===== config.mk =====
export PLATFORM = sky130hd
export DESIGN_NAME = http_request_head_parser_flat
export DESIGN_NICKNAME = d
export VERILOG_FILES = /design/src/rtl/core/hrp_pkg.sv /design/src/rtl/core/hrp_if.sv /design/src/rtl/core/hrp_front.sv /design/src/rtl/core/hrp_queue.sv /design/src/rtl/core/hrp_back.sv /design/src/rtl/core/http_request_head_parser.sv /design/src/flat_wrapper.sv
export SDC_FILE = /design/constraint.sdc
export NUM_CORES = 1
export LEC_CHECK = 0
export ABC_CLOCK_PERIOD_IN_PS = 9100
export CAP_MARGIN = 20
export CELL_PAD_IN_SITES_DETAIL_PLACEMENT = 1
export CELL_PAD_IN_SITES_GLOBAL_PLACEMENT = 2
export CORE_UTILIZATION = 42
export CTS_CLUSTER_SIZE = 8
export DETAILED_ROUTE_END_ITERATION = 6
export DONT_BUFFER_PORTS = 1
export HOLD_SLACK_MARGIN = 0.02
export PLACE_DENSITY = 0.91
export SLEW_MARGIN = 25
export SYNTH_ARGS = -nofsm -noshare
export SYNTH_HDL_FRONTEND = slang
export SYNTH_SLANG_ARGS = --single-unit

===== constraint.sdc =====
create_clock -name clk -period 9.1 [get_ports clk]
set_clock_uncertainty 0.1 [all_clocks]
set_input_delay 1.82 -clock clk [delete_from_list [all_inputs] [get_ports clk]]
set_output_delay 1.82 -clock clk [all_outputs]
set_load 0.01 [all_outputs]

===== src/rtl/core/hrp_pkg.sv =====
package hrp_pkg;

    typedef enum logic [2:0]
    {
        PH_METHOD  = 3'd0,
        PH_URI     = 3'd1,
        PH_VERSION = 3'd2,
        PH_HEADERS = 3'd3,
        PH_BODY    = 3'd4,
        PH_DONE    = 3'd5
    } phase_t;

    typedef enum logic [1:0]
    {
        MK_HIT  = 2'd0,
        MK_NONE = 2'd1,
        MK_WAIT = 2'd2,
        MK_BAD  = 2'd3
    } mkind_t;

    localparam logic [2:0] SS_ZERO    = 3'd0;
    localparam logic [2:0] US_PATH    = 3'd1;
    localparam logic [2:0] US_KEY     = 3'd2;
    localparam logic [2:0] US_VAL     = 3'd3;
    localparam logic [2:0] HS_LEAD_NL = 3'd1;
    localparam logic [2:0] HS_KEY     = 3'd2;
    localparam logic [2:0] HS_VLEAD   = 3'd3;
    localparam logic [2:0] HS_VAL     = 3'd4;
    localparam logic [2:0] HS_END     = 3'd5;

    localparam logic [3:0] BC_SKIP    = 4'd0;
    localparam logic [3:0] BC_METHOD  = 4'd1;
    localparam logic [3:0] BC_PATH    = 4'd2;
    localparam logic [3:0] BC_QKEY    = 4'd3;
    localparam logic [3:0] BC_QVAL    = 4'd4;
    localparam logic [3:0] BC_VERSION = 4'd5;
    localparam logic [3:0] BC_HKEY    = 4'd6;
    localparam logic [3:0] BC_HVAL    = 4'd7;
    localparam logic [3:0] BC_BARE    = 4'd8;
    localparam logic [3:0] BC_DELIM   = 4'd9;
    localparam logic [3:0] BC_BODY    = 4'd10;

    localparam logic [1:0] KA_NONE  = 2'd0;
    localparam logic [1:0] KA_FALSE = 2'd1;
    localparam logic [1:0] KA_TRUE  = 2'd2;

    localparam logic [1:0] ERR_NONE    = 2'd0;
    localparam logic [1:0] ERR_METHOD  = 2'd1;
    localparam logic [1:0] ERR_VERSION = 2'd2;

    localparam logic [1:0] VER_09 = 2'd1;
    localparam logic [1:0] VER_10 = 2'd2;
    localparam logic [1:0] VER_11 = 2'd3;

    localparam logic [7:0] CH_SP    = 8'h20;
    localparam logic [7:0] CH_CR    = 8'h0d;
    localparam logic [7:0] CH_LF    = 8'h0a;
    localparam logic [7:0] CH_QUERY = 8'h3f;
    localparam logic [7:0] CH_EQ    = 8'h3d;
    localparam logic [7:0] CH_AMP   = 8'h26;
    localparam logic [7:0] CH_COLON = 8'h3a;
    localparam logic [7:0] CH_ZERO  = 8'h30;
    localparam logic [7:0] CH_ONE   = 8'h31;
    localparam logic [7:0] CH_NINE  = 8'h39;
    localparam logic [7:0] CH_LC_C  = 8'h63;
    localparam logic [7:0] CH_LC_E  = 8'h65;
    localparam logic [7:0] CH_LC_K  = 8'h6b;
    localparam logic [7:0] CH_LC_T  = 8'h74;
    localparam logic [7:0] CH_LC_U  = 8'h75;

    localparam logic [4:0] KEY_LEN_CONTENT_LENGTH = 5'd14;
    localparam logic [4:0] KEY_LEN_CONNECTION     = 5'd10;
    localparam logic [3:0] VERSION_DIGIT_POS      = 4'd7;
    localparam int         NUM_TESTS              = 27;
    localparam int         METHOD_PEEK_DEPTH      = 5;

    localparam logic [7:0] MT_FIRST [NUM_TESTS] = '{
        "C", "C", "C", "D", "G", "H", "L", "M", "M", "M", "M", "M", "M", "N",
        "O", "P", "P", "P", "P", "P", "P", "R", "S", "S", "T", "U", "U"};
    localparam logic [2:0] MT_IDX [NUM_TESTS] = '{
        3'd2, 3'd2, 3'd2, 3'd0, 3'd0, 3'd0, 3'd0, 3'd3, 3'd2, 3'd3, 3'd1, 3'd1,
        3'd1, 3'd0, 3'd0, 3'd1, 3'd1, 3'd1, 3'd2, 3'd4, 3'd4, 3'd0, 3'd1, 3'd1,
        3'd0, 3'd2, 3'd2};
    localparam logic [7:0] MT_CH [NUM_TESTS] = '{
        "N", "E", "P", "D", "G", "H", "L", "O", "A", "A", "-", "E", "O", "N",
        "O", "O", "U", "A", "R", "F", "P", "R", "U", "E", "T", "L", "S"};
    localparam logic [3:0] MLEN [32] = '{
        4'd0, 4'd7, 4'd8, 4'd4, 4'd6, 4'd3, 4'd4, 4'd4, 4'd5, 4'd10, 4'd10,
        4'd8, 4'd5, 4'd4, 4'd6, 4'd7, 4'd4, 4'd3, 4'd5, 4'd5, 4'd8, 4'd9,
        4'd6, 4'd9, 4'd6, 4'd5, 4'd6, 4'd11, 4'd0, 4'd0, 4'd0, 4'd0};

    typedef logic [METHOD_PEEK_DEPTH-1:0][7:0] peek_t;

    typedef struct packed
    {
        mkind_t     kind;
        logic [4:0] code;
    } mclass_t;

    typedef struct packed
    {
        logic [7:0] data;
        logic [7:0] lower;
        logic       blank;
        logic       is_digit;
        logic [3:0] digit;
        logic       start;
    } tok_t;

    typedef struct packed
    {
        logic [3:0]  byte_class;
        logic [7:0]  out_byte;
        logic        field_end;
        logic [2:0]  phase;
        logic [4:0]  method_code;
        logic [1:0]  version_code;
        logic [31:0] content_length;
        logic [1:0]  keep_alive;
        logic        tls_requested;
        logic        upgrade_requested;
        logic        expect_seen;
        logic [1:0]  error_code;
    } res_t;

    function automatic mclass_t classify(input peek_t m, input logic [3:0] p);
        mclass_t r;
        logic    known;
        logic    done;
        r.kind = MK_BAD;
        r.code = '0;
        known  = 1'b0;
        done   = 1'b0;
        for (int i = 0; i < NUM_TESTS; i++)
        begin
            if (!done && MT_FIRST[i] == m[0])
            begin
                known = 1'b1;
                if ({1'b0, MT_IDX[i]} > p)
                begin
                    r.kind = MK_WAIT;
                    done   = 1'b1;
                end
                else if (m[MT_IDX[i]] == MT_CH[i])
                begin
                    r.kind = MK_HIT;
                    r.code = 5'(i + 1);
                    done   = 1'b1;
                end
            end
        end
        if (!done)
        begin
            r.kind = known ? MK_NONE : MK_BAD;
        end
        return r;
    endfunction

endpackage


===== src/rtl/core/hrp_if.sv =====
interface hrp_req_if import hrp_pkg::*; ();
    logic       valid;
    logic       ready;
    logic [7:0] data_byte;
    logic       start_request;

    modport source (output valid, data_byte, start_request, input ready);
    modport sink (input valid, data_byte, start_request, output ready);
endinterface

interface hrp_res_if import hrp_pkg::*; ();
    logic        valid;
    logic        ready;
    logic [3:0]  byte_class;
    logic [7:0]  out_byte;
    logic        field_end;
    logic [2:0]  phase;
    logic [4:0]  method_code;
    logic [1:0]  version_code;
    logic [31:0] content_length;
    logic [1:0]  keep_alive;
    logic        tls_requested;
    logic        upgrade_requested;
    logic        expect_seen;
    logic [1:0]  error_code;

    modport source (output valid, byte_class, out_byte, field_end, phase, method_code,
                    version_code, content_length, keep_alive, tls_requested,
                    upgrade_requested, expect_seen, error_code, input ready);
    modport sink (input valid, byte_class, out_byte, field_end, phase, method_code,
                  version_code, content_length, keep_alive, tls_requested,
                  upgrade_requested, expect_seen, error_code, output ready);
endinterface


===== src/rtl/core/hrp_front.sv =====
module hrp_front import hrp_pkg::*;
(
    input  logic [7:0] data_byte,
    input  logic       start_request,
    output tok_t       tok
);

    always_comb
    begin
        tok.data     = data_byte;
        tok.start    = start_request;
        tok.lower    = (data_byte >= "A" && data_byte <= "Z") ? data_byte + 8'd32 : data_byte;
        tok.blank    = (data_byte == CH_SP) || (data_byte == CH_CR) || (data_byte == CH_LF);
        tok.is_digit = (data_byte >= CH_ZERO) && (data_byte <= CH_NINE);
        tok.digit    = 4'(data_byte - CH_ZERO);
    end

endmodule


===== src/rtl/core/hrp_queue.sv =====
module hrp_queue import hrp_pkg::*;
(
    input  logic clk,
    input  logic rst_n,
    input  logic push,
    input  tok_t push_data,
    output logic full,
    input  logic pop,
    output logic not_empty,
    output tok_t pop_data
);

    tok_t       entry_reg [2];
    logic       wr_ptr_reg;
    logic       rd_ptr_reg;
    logic [1:0] count_reg;

    assign full      = (count_reg == 2'd2);
    assign not_empty = (count_reg != 2'd0);
    assign pop_data  = entry_reg[rd_ptr_reg];

    always_ff @(posedge clk)
    begin
        if (push)
        begin
            entry_reg[wr_ptr_reg] <= push_data;
        end
    end

    always_ff @(posedge clk or negedge rst_n)
    begin
        if (!rst_n)
        begin
            wr_ptr_reg <= 1'b0;
            rd_ptr_reg <= 1'b0;
            count_reg  <= 2'd0;
        end
        else
        begin
            if (push)
            begin
                wr_ptr_reg <= ~wr_ptr_reg;
            end
            if (pop)
            begin
                rd_ptr_reg <= ~rd_ptr_reg;
            end
            count_reg <= count_reg + 2'(push) - 2'(pop);
        end
    end

endmodule


===== src/rtl/core/hrp_back.sv =====
module hrp_back import hrp_pkg::*;
#(
    parameter int LENGTH_BITS = 32
)
(
    input  logic clk,
    input  logic rst_n,
    input  logic tok_valid,
    input  tok_t tok,
    output logic tok_pop,
    output logic res_valid,
    input  logic res_ready,
    output res_t res
);

    localparam int PW = $clog2(METHOD_PEEK_DEPTH);

    phase_t                 phase_reg, phase_next;
    logic [2:0]             sub_reg, sub_next;
    logic [3:0]             pos_reg, pos_next;
    logic [4:0]             meth_reg, meth_next;
    logic [1:0]             ver_reg, ver_next;
    logic [7:0]             kfc_reg, kfc_next;
    logic [4:0]             klen_reg, klen_next;
    logic [7:0]             vfc_reg, vfc_next;
    logic [LENGTH_BITS-1:0] acc_reg, acc_next;
    logic [LENGTH_BITS-1:0] len_reg, len_next;
    logic [1:0]             ka_reg, ka_next;
    logic [1:0]             err_reg, err_next;
    logic                   tls_reg, tls_next;
    logic                   upg_reg, upg_next;
    logic                   exp_reg, exp_next;
    logic [7:0]             prev_reg;
    logic [7:0]             pfx_reg [METHOD_PEEK_DEPTH];
    logic                   pfx_we;
    logic                   out_valid_reg;
    res_t                   out_reg, out_next;

    phase_t                 c_ph;
    logic [2:0]             c_sub;
    logic [3:0]             c_pos;
    logic [4:0]             c_meth;
    logic [1:0]             c_ver;
    logic [7:0]             c_kfc;
    logic [4:0]             c_klen;
    logic [7:0]             c_vfc;
    logic [LENGTH_BITS-1:0] c_acc;
    logic [LENGTH_BITS-1:0] c_len;
    logic [1:0]             c_ka;
    logic [1:0]             c_err;
    logic                   c_tls;
    logic                   c_upg;
    logic                   c_exp;
    logic [7:0]             c_prev;

    logic [3:0]             cls;
    logic                   fe;
    logic [7:0]             ob;
    logic [7:0]             b;
    peek_t                  peek;
    mclass_t                mc;
    logic [LENGTH_BITS+3:0] acc_wide;

    assign tok_pop   = tok_valid && (!out_valid_reg || res_ready);
    assign res_valid = out_valid_reg;
    assign res       = out_reg;
    assign b         = tok.data;
    assign acc_wide  = {1'b0, c_acc, 3'b000} + {3'b000, c_acc, 1'b0}
                     + (LENGTH_BITS + 4)'(tok.digit);

    always_comb
    begin
        c_ph   = tok.start ? PH_METHOD : phase_reg;
        c_sub  = tok.start ? SS_ZERO : sub_reg;
        c_pos  = tok.start ? 4'd0 : pos_reg;
        c_meth = tok.start ? 5'd0 : meth_reg;
        c_ver  = tok.start ? 2'd0 : ver_reg;
        c_kfc  = tok.start ? 8'd0 : kfc_reg;
        c_klen = tok.start ? 5'd0 : klen_reg;
        c_vfc  = tok.start ? 8'd0 : vfc_reg;
        c_acc  = tok.start ? '0 : acc_reg;
        c_len  = tok.start ? '0 : len_reg;
        c_ka   = tok.start ? KA_NONE : ka_reg;
        c_err  = tok.start ? ERR_NONE : err_reg;
        c_tls  = tok.start ? 1'b0 : tls_reg;
        c_upg  = tok.start ? 1'b0 : upg_reg;
        c_exp  = tok.start ? 1'b0 : exp_reg;
        c_prev = tok.start ? 8'd0 : prev_reg;
        for (int i = 0; i < METHOD_PEEK_DEPTH; i++)
        begin
            peek[i] = (c_pos == 4'(i)) ? b : pfx_reg[i];
        end
    end

    assign mc = classify(peek, c_pos);

    always_comb
    begin
        logic [4:0] mcode;
        logic       do_len;
        logic       start_line;
        logic       do_key;
        logic       do_val;
        logic       commit;
        logic       end_head;
        logic [4:0] kl_in;
        logic       go;
        phase_t     go_ph;

        phase_next = c_ph;
        sub_next   = c_sub;
        pos_next   = c_pos;
        meth_next  = c_meth;
        ver_next   = c_ver;
        kfc_next   = c_kfc;
        klen_next  = c_klen;
        vfc_next   = c_vfc;
        acc_next   = c_acc;
        len_next   = c_len;
        ka_next    = c_ka;
        err_next   = c_err;
        tls_next   = c_tls;
        upg_next   = c_upg;
        exp_next   = c_exp;
        pfx_we     = 1'b0;
        cls        = BC_SKIP;
        fe         = 1'b0;
        ob         = b;
        mcode      = c_meth;
        do_len     = 1'b0;
        start_line = 1'b0;
        do_key     = 1'b0;
        do_val     = 1'b0;
        commit     = 1'b0;
        end_head   = 1'b0;
        kl_in      = c_klen;
        go         = 1'b0;
        go_ph      = c_ph;

        unique case (c_ph)
            PH_METHOD:
            begin
                cls = BC_METHOD;
                if (c_meth == 5'd0)
                begin
                    pfx_we = ({1'b0, c_pos} < 5'(METHOD_PEEK_DEPTH));
                    unique case (mc.kind)
                        MK_BAD:
                        begin
                            err_next = ERR_METHOD;
                            go       = 1'b1;
                            go_ph    = PH_DONE;
                            fe       = 1'b1;
                        end
                        MK_NONE:
                        begin
                            go    = 1'b1;
                            go_ph = PH_URI;
                            fe    = 1'b1;
                        end
                        MK_WAIT:
                        begin
                            if (c_pos != 4'd15)
                            begin
                                pos_next = c_pos + 4'd1;
                            end
                        end
                        default:
                        begin
                            meth_next = mc.code;
                            mcode     = mc.code;
                            do_len    = 1'b1;
                        end
                    endcase
                end
                else
                begin
                    do_len = 1'b1;
                end
                if (do_len)
                begin
                    if ({1'b0, c_pos} + 5'd1 >= {1'b0, MLEN[mcode]})
                    begin
                        go    = 1'b1;
                        go_ph = PH_URI;
                        fe    = 1'b1;
                    end
                    else if (c_pos != 4'd15)
                    begin
                        pos_next = c_pos + 4'd1;
                    end
                end
            end
            PH_URI:
            begin
                if (c_sub == SS_ZERO && tok.blank)
                begin
                    cls = BC_SKIP;
                end
                else
                begin
                    sub_next = (c_sub == SS_ZERO) ? US_PATH : c_sub;
                    if (b == CH_SP)
                    begin
                        go    = 1'b1;
                        go_ph = PH_VERSION;
                        fe    = 1'b1;
                        cls   = BC_DELIM;
                    end
                    else if (b == CH_QUERY && sub_next <= US_VAL)
                    begin
                        sub_next = US_KEY;
                        fe       = 1'b1;
                        cls      = BC_DELIM;
                    end
                    else if (sub_next == US_PATH)
                    begin
                        cls = BC_PATH;
                    end
                    else if (b == CH_AMP)
                    begin
                        sub_next = US_KEY;
                        fe       = 1'b1;
                        cls      = BC_DELIM;
                    end
                    else if (sub_next == US_KEY)
                    begin
                        if (b == CH_EQ)
                        begin
                            sub_next = US_VAL;
                            fe       = 1'b1;
                            cls      = BC_DELIM;
                        end
                        else
                        begin
                            cls = BC_QKEY;
                        end
                    end
                    else
                    begin
                        cls = BC_QVAL;
                    end
                end
            end
            PH_VERSION:
            begin
                if (c_sub == SS_ZERO && tok.blank)
                begin
                    cls = BC_SKIP;
                end
                else
                begin
                    sub_next = US_PATH;
                    cls      = BC_VERSION;
                    if (c_pos < VERSION_DIGIT_POS)
                    begin
                        pos_next = c_pos + 4'd1;
                    end
                    else
                    begin
                        fe = 1'b1;
                        go = 1'b1;
                        if (b == CH_ONE)
                        begin
                            ver_next = VER_11;
                            go_ph    = PH_HEADERS;
                        end
                        else if (b == CH_ZERO)
                        begin
                            ver_next = VER_10;
                            ka_next  = KA_FALSE;
                            go_ph    = PH_HEADERS;
                        end
                        else if (b == CH_NINE)
                        begin
                            ver_next = VER_09;
                            ka_next  = KA_FALSE;
                            go_ph    = PH_HEADERS;
                        end
                        else
                        begin
                            err_next = ERR_VERSION;
                            go_ph    = PH_DONE;
                        end
                    end
                end
            end
            PH_HEADERS:
            begin
                case (c_sub)
                    HS_LEAD_NL:
                    begin
                        if (b == CH_SP)
                        begin
                            cls = BC_SKIP;
                        end
                        else if (b == CH_LF)
                        begin
                            end_head = 1'b1;
                        end
                        else if (b == CH_CR)
                        begin
                            sub_next = HS_END;
                            cls      = BC_DELIM;
                        end
                        else
                        begin
                            start_line = 1'b1;
                        end
                    end
                    HS_END:
                    begin
                        end_head = 1'b1;
                    end
                    HS_KEY, HS_VAL:
                    begin
                        if (c_prev == CH_LF && b != CH_SP)
                        begin
                            commit = (c_sub == HS_VAL);
                            fe     = 1'b1;
                            if (b == CH_LF)
                            begin
                                end_head = 1'b1;
                            end
                            else if (b == CH_CR)
                            begin
                                sub_next = HS_END;
                                cls      = BC_DELIM;
                            end
                            else
                            begin
                                start_line = 1'b1;
                            end
                        end
                        else if (c_sub == HS_KEY)
                        begin
                            do_key = 1'b1;
                        end
                        else
                        begin
                            do_val = 1'b1;
                        end
                    end
                    HS_VLEAD:
                    begin
                        if (tok.blank)
                        begin
                            cls = BC_SKIP;
                        end
                        else
                        begin
                            vfc_next = b;
                            sub_next = HS_VAL;
                            do_val   = 1'b1;
                        end
                    end
                    default:
                    begin
                        if (b == CH_SP)
                        begin
                            cls = BC_SKIP;
                        end
                        else if (b == CH_CR)
                        begin
                            cls = BC_DELIM;
                        end
                        else if (b == CH_LF)
                        begin
                            sub_next = HS_LEAD_NL;
                            cls      = BC_DELIM;
                        end
                        else
                        begin
                            start_line = 1'b1;
                        end
                    end
                endcase

                if (start_line)
                begin
                    kl_in     = 5'd0;
                    klen_next = 5'd0;
                    kfc_next  = 8'd0;
                    sub_next  = HS_KEY;
                    do_key    = 1'b1;
                end
                if (do_key)
                begin
                    if (b == CH_LF)
                    begin
                        cls = BC_BARE;
                    end
                    else if (b == CH_CR)
                    begin
                        cls = BC_DELIM;
                    end
                    else if (b == CH_COLON)
                    begin
                        fe       = 1'b1;
                        sub_next = HS_VLEAD;
                        vfc_next = 8'd0;
                        acc_next = '0;
                        cls      = BC_DELIM;
                    end
                    else
                    begin
                        ob  = tok.lower;
                        cls = BC_HKEY;
                        if (kl_in == 5'd0)
                        begin
                            kfc_next = tok.lower;
                        end
                        if (kl_in != 5'd31)
                        begin
                            klen_next = kl_in + 5'd1;
                        end
                    end
                end
                if (do_val)
                begin
                    if (b == CH_LF || b == CH_CR)
                    begin
                        cls = BC_DELIM;
                    end
                    else
                    begin
                        cls = BC_HVAL;
                        if (tok.is_digit)
                        begin
                            acc_next = (acc_wide[LENGTH_BITS+3:LENGTH_BITS] != 4'd0)
                                     ? '1 : acc_wide[LENGTH_BITS-1:0];
                        end
                    end
                end
                if (commit)
                begin
                    if (c_kfc == CH_LC_E)
                    begin
                        exp_next = 1'b1;
                    end
                    if (c_kfc == CH_LC_C)
                    begin
                        if (c_klen == KEY_LEN_CONTENT_LENGTH)
                        begin
                            len_next = c_acc;
                        end
                        if (c_klen == KEY_LEN_CONNECTION)
                        begin
                            case ((c_vfc >= "A" && c_vfc <= "Z") ? c_vfc + 8'd32 : c_vfc)
                                CH_LC_C: ka_next  = KA_FALSE;
                                CH_LC_K: ka_next  = KA_TRUE;
                                CH_LC_T: tls_next = 1'b1;
                                CH_LC_U: upg_next = 1'b1;
                                default: ;
                            endcase
                        end
                    end
                end
                if (end_head)
                begin
                    go    = 1'b1;
                    go_ph = (len_next != '0) ? PH_BODY : PH_DONE;
                    fe    = 1'b1;
                    cls   = BC_DELIM;
                end
            end
            PH_BODY:
            begin
                cls = BC_BODY;
            end
            default:
            begin
                cls = BC_SKIP;
            end
        endcase

        if (go)
        begin
            phase_next = go_ph;
            sub_next   = SS_ZERO;
            pos_next   = 4'd0;
        end
    end

    always_comb
    begin
        out_next.byte_class        = cls;
        out_next.out_byte          = ob;
        out_next.field_end         = fe;
        out_next.phase             = phase_next;
        out_next.method_code       = meth_next;
        out_next.version_code      = ver_next;
        out_next.content_length    = 32'(len_next);
        out_next.keep_alive        = ka_next;
        out_next.tls_requested     = tls_next;
        out_next.upgrade_requested = upg_next;
        out_next.expect_seen       = exp_next;
        out_next.error_code        = err_next;
    end

    always_ff @(posedge clk)
    begin
        if (tok_pop)
        begin
            out_reg <= out_next;
            if (pfx_we)
            begin
                pfx_reg[c_pos[PW-1:0]] <= b;
            end
        end
    end

    always_ff @(posedge clk or negedge rst_n)
    begin
        if (!rst_n)
        begin
            out_valid_reg <= 1'b0;
            phase_reg     <= PH_METHOD;
            sub_reg       <= SS_ZERO;
            pos_reg       <= 4'd0;
            meth_reg      <= 5'd0;
            ver_reg       <= 2'd0;
            kfc_reg       <= 8'd0;
            klen_reg      <= 5'd0;
            vfc_reg       <= 8'd0;
            acc_reg       <= '0;
            len_reg       <= '0;
            ka_reg        <= KA_NONE;
            err_reg       <= ERR_NONE;
            tls_reg       <= 1'b0;
            upg_reg       <= 1'b0;
            exp_reg       <= 1'b0;
            prev_reg      <= 8'd0;
        end
        else
        begin
            if (tok_pop)
            begin
                out_valid_reg <= 1'b1;
                phase_reg     <= phase_next;
                sub_reg       <= sub_next;
                pos_reg       <= pos_next;
                meth_reg      <= meth_next;
                ver_reg       <= ver_next;
                kfc_reg       <= kfc_next;
                klen_reg      <= klen_next;
                vfc_reg       <= vfc_next;
                acc_reg       <= acc_next;
                len_reg       <= len_next;
                ka_reg        <= ka_next;
                err_reg       <= err_next;
                tls_reg       <= tls_next;
                upg_reg       <= upg_next;
                exp_reg       <= exp_next;
                prev_reg      <= b;
            end
            else if (res_ready)
            begin
                out_valid_reg <= 1'b0;
            end
        end
    end

endmodule


===== src/rtl/core/http_request_head_parser.sv =====
// HTTP request head parser, one byte per transfer on each side.
// The req channel carries a received byte and start_request, which clears
// the parser to the method phase before that byte is taken. The res channel
// returns one result per byte: its class, the byte (lowercased inside header
// keys), a field end mark and the request summary as it stands after it.
// A byte is decoded on entry (lowercase, blank and digit flags) and written
// into a two-entry queue; the parser core takes one byte a cycle from the
// queue into its output register while that register is empty or the
// receiver is ready. A req byte passes the queue entry and then the output
// register on its way to its result.
// When the receiver stalls, the output register holds its result and the
// queue absorbs up to two more bytes before req.ready falls.
// Reset empties the queue and the output register and puts the parser in
// the method phase with every summary field at zero.
module http_request_head_parser import hrp_pkg::*;
#(
    parameter int LENGTH_BITS = 32
)
(
    input logic      clk,
    input logic      rst_n,
    hrp_req_if.sink  req,
    hrp_res_if.source res
);

    tok_t in_tok;
    tok_t q_tok;
    logic q_full;
    logic q_not_empty;
    logic q_pop;
    logic push;
    res_t result;

    assign req.ready = !q_full;
    assign push      = req.valid && !q_full;

    hrp_front u_front
    (
        .data_byte     (req.data_byte),
        .start_request (req.start_request),
        .tok           (in_tok)
    );

    hrp_queue u_queue
    (
        .clk       (clk),
        .rst_n     (rst_n),
        .push      (push),
        .push_data (in_tok),
        .full      (q_full),
        .pop       (q_pop),
        .not_empty (q_not_empty),
        .pop_data  (q_tok)
    );

    hrp_back #(
        .LENGTH_BITS (LENGTH_BITS)
    ) u_back
    (
        .clk       (clk),
        .rst_n     (rst_n),
        .tok_valid (q_not_empty),
        .tok       (q_tok),
        .tok_pop   (q_pop),
        .res_valid (res.valid),
        .res_ready (res.ready),
        .res       (result)
    );

    assign res.byte_class        = result.byte_class;
    assign res.out_byte          = result.out_byte;
    assign res.field_end         = result.field_end;
    assign res.phase             = result.phase;
    assign res.method_code       = result.method_code;
    assign res.version_code      = result.version_code;
    assign res.content_length    = result.content_length;
    assign res.keep_alive        = result.keep_alive;
    assign res.tls_requested     = result.tls_requested;
    assign res.upgrade_requested = result.upgrade_requested;
    assign res.expect_seen       = result.expect_seen;
    assign res.error_code        = result.error_code;

endmodule

===== src/flat_wrapper.sv =====
// flat-port wrapper written by rule: the top's interface ports become plain ports
module http_request_head_parser_flat import hrp_pkg::*;
#(
    parameter int LENGTH_BITS = 32
)
  (clk, rst_n, req_valid, req_data_byte, req_start_request, req_ready, res_valid, res_byte_class, res_out_byte, res_field_end, res_phase, res_method_code, res_version_code, res_content_length, res_keep_alive, res_tls_requested, res_upgrade_requested, res_expect_seen, res_error_code, res_ready);
  hrp_req_if req_i ();
  hrp_res_if res_i ();
  input logic clk;
  input logic rst_n;
  input wire logic [$bits(req_i.valid)-1:0] req_valid;
  input wire logic [$bits(req_i.data_byte)-1:0] req_data_byte;
  input wire logic [$bits(req_i.start_request)-1:0] req_start_request;
  output wire logic [$bits(req_i.ready)-1:0] req_ready;
  output wire logic [$bits(res_i.valid)-1:0] res_valid;
  output wire logic [$bits(res_i.byte_class)-1:0] res_byte_class;
  output wire logic [$bits(res_i.out_byte)-1:0] res_out_byte;
  output wire logic [$bits(res_i.field_end)-1:0] res_field_end;
  output wire logic [$bits(res_i.phase)-1:0] res_phase;
  output wire logic [$bits(res_i.method_code)-1:0] res_method_code;
  output wire logic [$bits(res_i.version_code)-1:0] res_version_code;
  output wire logic [$bits(res_i.content_length)-1:0] res_content_length;
  output wire logic [$bits(res_i.keep_alive)-1:0] res_keep_alive;
  output wire logic [$bits(res_i.tls_requested)-1:0] res_tls_requested;
  output wire logic [$bits(res_i.upgrade_requested)-1:0] res_upgrade_requested;
  output wire logic [$bits(res_i.expect_seen)-1:0] res_expect_seen;
  output wire logic [$bits(res_i.error_code)-1:0] res_error_code;
  input wire logic [$bits(res_i.ready)-1:0] res_ready;
  assign req_i.valid = req_valid;
  assign req_i.data_byte = req_data_byte;
  assign req_i.start_request = req_start_request;
  assign req_ready = req_i.ready;
  assign res_valid = res_i.valid;
  assign res_byte_class = res_i.byte_class;
  assign res_out_byte = res_i.out_byte;
  assign res_field_end = res_i.field_end;
  assign res_phase = res_i.phase;
  assign res_method_code = res_i.method_code;
  assign res_version_code = res_i.version_code;
  assign res_content_length = res_i.content_length;
  assign res_keep_alive = res_i.keep_alive;
  assign res_tls_requested = res_i.tls_requested;
  assign res_upgrade_requested = res_i.upgrade_requested;
  assign res_expect_seen = res_i.expect_seen;
  assign res_error_code = res_i.error_code;
  assign res_i.ready = res_ready;
  http_request_head_parser #(.LENGTH_BITS(LENGTH_BITS)) u_core (.clk(clk), .rst_n(rst_n), .req(req_i), .res(res_i));
endmodule

==> impl_metrics.py <==
metrics = {
    "clock_network": {
        "clockBufferDepth": 3,
        "tritoncts": "done",
        "htree_levels": 2,
        "cts_buffers": 38,
        "clkLatencyLatePin_ps": 560,
        "clock-sinks": 252,
        "cts_root_buffer": "clkbuf_16",
        "ctsHoldBuffers": 0,
        "cts_setup_buffers": 0,
        "cts_resized": 0,
        "path_clk_slew_ps": 50,
    },
    "sta": {
        "period_needed_ps": 7480,
        "finalSetupViolations": 0,
        "setup_tns_ps": 0,
        "hold_viol_final": 0,
        "worst_pin_slew_ps": 1020,
        "fin_crit_sh_pct": 82.2,
        "fmax_ghz": 0.134,
        "relSlewSlack_pct": 31.3,
        "rsz0062_at_grt": "false",
        "slew_violations": 0,
    },
    "floorplan": {
        "die_h_um": 200,
        "dieArea_sq_mm": 0.0398,
        "row_count": 71,
        "design.portCount": 77,
        "die_x_um": 200,
        "core-area_sq_mm": 0.0380,
        "initial_utilization_pct": 43.1,
    },
    "final_layout": {
        "synthToLayoutAreaGrowth_pct": 9.54,
        "largest_reg_flops": 62,
        "drive_gt1_share_pct": 9.28,
        "fin_nets": 1783,
        "nFillCells": 4328,
        "fin_util_pct": 47.2,
        "antenna_cells": 0,
    },
    "drt": {
        "vias": 13900,
        "via_per_inst": 6.27,
        "drtIter0Drc": 816,
        "drc": 0,
        "wirelength_um": 54700,
        "wl_per_cell_um": 24.6,
        "ant_nets": 0,
        "firstDrtPassIters": 6,
    },
    "logic_synthesis": {
        "synth.net_count": 1810,
        "yosysSeqAreaShare_pct": 42.4,
        "ys.warnings.count": 0,
        "ys.flop_type": "edfxtp_1",
        "yosys.area.top_type_share_pct": 23.8,
        "yosysTopAreaCell": "edfxtp_1",
        "netlist_area_sq_mm": 0.0164,
        "avgSynthCellArea_sq_um": 9.58,
        "yosysMostFrequentCell": "nand2_1",
        "async_flop_share_pct": 48.4,
        "ys_types": 108,
        "ys_ff_latch": 252,
        "synthTopCellsByArea": "edfxtp_1 24%, dfrtp_1 19%, ha_1 6.4%, nand2_1 5.0%, mux2i_1 3.4%",
        "synth_edf_count": 130,
        "synth_common_cells": "219 x nand2_1, 138 x nor2_1, 130 x edfxtp_1, 122 x dfrtp_1, 107 x o21ai_0",
        "synth_cells": 1711,
    },
    "worst_setup_path": {
        "crit_fanout": 19,
        "cp_common_cell": "ha_1",
        "critPathBufInv": 1,
        "critPathSlowestCell": "mux2i_4",
        "start_kind": "flip-flop",
        "critPathMaxStageDelay_ps": 690,
        "worstPathRequired_ps": 9270,
        "timing.critical_path.max_delay_family": "compound AO/OA/AOI/OAI gates",
        "crit_arrival_ps": 7650,
        "ff2ff_path_depth": 24,
        "cp-end-kind": "flip-flop",
        "critical_path_depth": 24,
        "critical_path_class": "reg -> reg",
        "path_cells": "mux2i_4, nand2_1, inv_1, ha_1, a21boi_2, mux2_2, a31oi_1, o211ai_2, o41ai_2, a21oi_2, a21o_1, o21ai_0, ha_1, mux2i_1, o22ai_1, a211o_1, ha_1, a21oi_1, nor2b_1, o21ai_0, nand2_1, mux2_4, a21boi_0, o211ai_1",
    },
    "placed_design": {
        "detailed_place_hpwl_um": 38600,
        "io_buffers": 0,
        "gp_congestion": 0.920,
    },
    "global_routing": {
        "grt_pass1_vias": 14600,
        "grt_pass1_wl_um": 85300,
        "gr-total-overflow": 0,
        "track_usage_pct": 28.0,
        "grt_max_degree": 123,
        "antenna_found_initial": 0,
    },
    "power_and_ir_drop": {
        "combPwrFrac_pct": 35.9,
        "static-leakage-power_uw": 0.00721,
        "internal-power_uw": 2830,
        "switching_share_pct": 41.8,
        "power_frac_seq_pct": 36.6,
        "powerDensity_mw_per_mm2": 271,
        "p_sw_uw": 2030,
        "ir_drop_v": 0.000123,
        "p_clk_share_pct": 27.5,
    },
    "outcome": {
        "outcome": "finished, final reports clean",
    },
    "min_path": {
        "hold_path_depth": 2,
        "hold_path_class": "reg -> reg",
    },
    "flow_run": {
        "cap_violations": 0,
    },
}
## final cells by class
cell class | instances | area [sq um] | area share [%]
Multi-Input combinational cell | 1330 | 8930 | 49.7
Sequential cell | 252 | 6960 | 38.8
Clock buffer | 64 | 1070 | 5.95
Tap cell | 511 | 639 | 3.56
Timing Repair Buffer | 22 | 165 | 0.920
Inverter | 40 | 153 | 0.850
Clock inverter | 5 | 42.5 | 0.237
## worst paths after layout
path	from	to	slack, ps
worst max register to register	u_core.u_queue.rd_ptr_reg$_DFFE_PN0P_	u_core.u_back.res[49]$_DFFE_PP_	1620
max in group asynchronous	rst_n	u_core.u_queue.rd_ptr_reg$_DFFE_PN0P_	7800
worst max-delay path	u_core.u_queue.rd_ptr_reg$_DFFE_PN0P_	u_core.u_back.res[49]$_DFFE_PP_	1620
worst min-delay path	u_core.u_back.ver_reg[0]$_DFFE_PN0P_	u_core.u_back.ver_reg[0]$_DFFE_PN0P_	380
min in group asynchronous	rst_n	u_core.u_back.meth_reg[1]$_DFFE_PN0P_	850
worst min register to register	u_core.u_back.ver_reg[0]$_DFFE_PN0P_	u_core.u_back.ver_reg[0]$_DFFE_PN0P_	380
## routing by layer
metal / routed length (um) / vias to the layer above / track usage [%]
li1: - / 6382 / -
met5: 0 / - / 0
met2: 27500 / 370 / 48.8
met4: 2580 / 0 / 14.4
met3: 2010 / 150 / 3.16
met1: 22600 / 7044 / 34.0
## cell usage in the layout, fill, tap and decap left out, types with 17 or more instances in the layout
cell type and instances:
nand2_1 219, nor2_1 137, edfxtp_1 130, dfrtp_1 121, o21ai_0 106, ha_1 84
a21oi_1 81, mux2i_1 55, o31ai_1 50, and2_1 46, nand3_1 43, clkbuf_16 38
inv_1 36, nor4_1 32, nor3_1 31, xnor2_1 30, clkbuf_1 24, nand2b_1 22
a22o_1 22, buf_4 22, mux2_2 19, or3_1 18, a21o_1 18, o311ai_0 17
## per-stage QoR
| stage | total power (uW) | instances | hold WS [ps] | area (sq um) | setup slack [ps] |
|---|---|---|---|---|---|
| final | 4870 | 2224 | 384 | 18000 | 1620 |
| after floorplan | 2940 | 1711 | 341 | 16400 | 1770 |
| after global routing | 5100 | 2224 | 405 | 18000 | 943 |
| after detailed placement | 3510 | 2155 | 372 | 16800 | 1740 |
| after global placement | 3450 | 2155 | 356 | 16800 | 2060 |
| after CTS | 4880 | 2224 | 384 | 18000 | 1670 |
## worst register-to-register path: cells and delay by family, from the launching register on
family / cells / cell delay [ps]
simple gates: 3 / 430
flops: 1 / 670
compound gates: 13 / 3340
fa+ha+maj: 3 / 900
buf+inv: 1 / 130
mux: 4 / 1620
## power groups by stage
stage | Combinational [uW] | Clock (uW) | Sequential [uW]
final | 1750 | 1340 | 1780
after global routing | 1890 | 1400 | 1810
after CTS | 1740 | 1370 | 1780
after detailed placement | 1720 | 0 | 1790
after global placement | 1660 | 0 | 1780
after floorplan | 1270 | 0 | 1670
## logic make-up after synthesis
logic type / Yosys count / share of synthesized area (%)
AO/OA/AOI/OAI: 462 / 19.7
XOR/XNOR: 37 / 1.98
adder cells (fa/ha/maj): 86 / 6.66
buffers and inverters: 129 / 3.31
flip-flops: 252 / 42.4
multiplexers: 80 / 5.27
AND/OR/NAND/NOR: 665 / 20.6
Note: power is estimated with default switching activity, not from simulation.
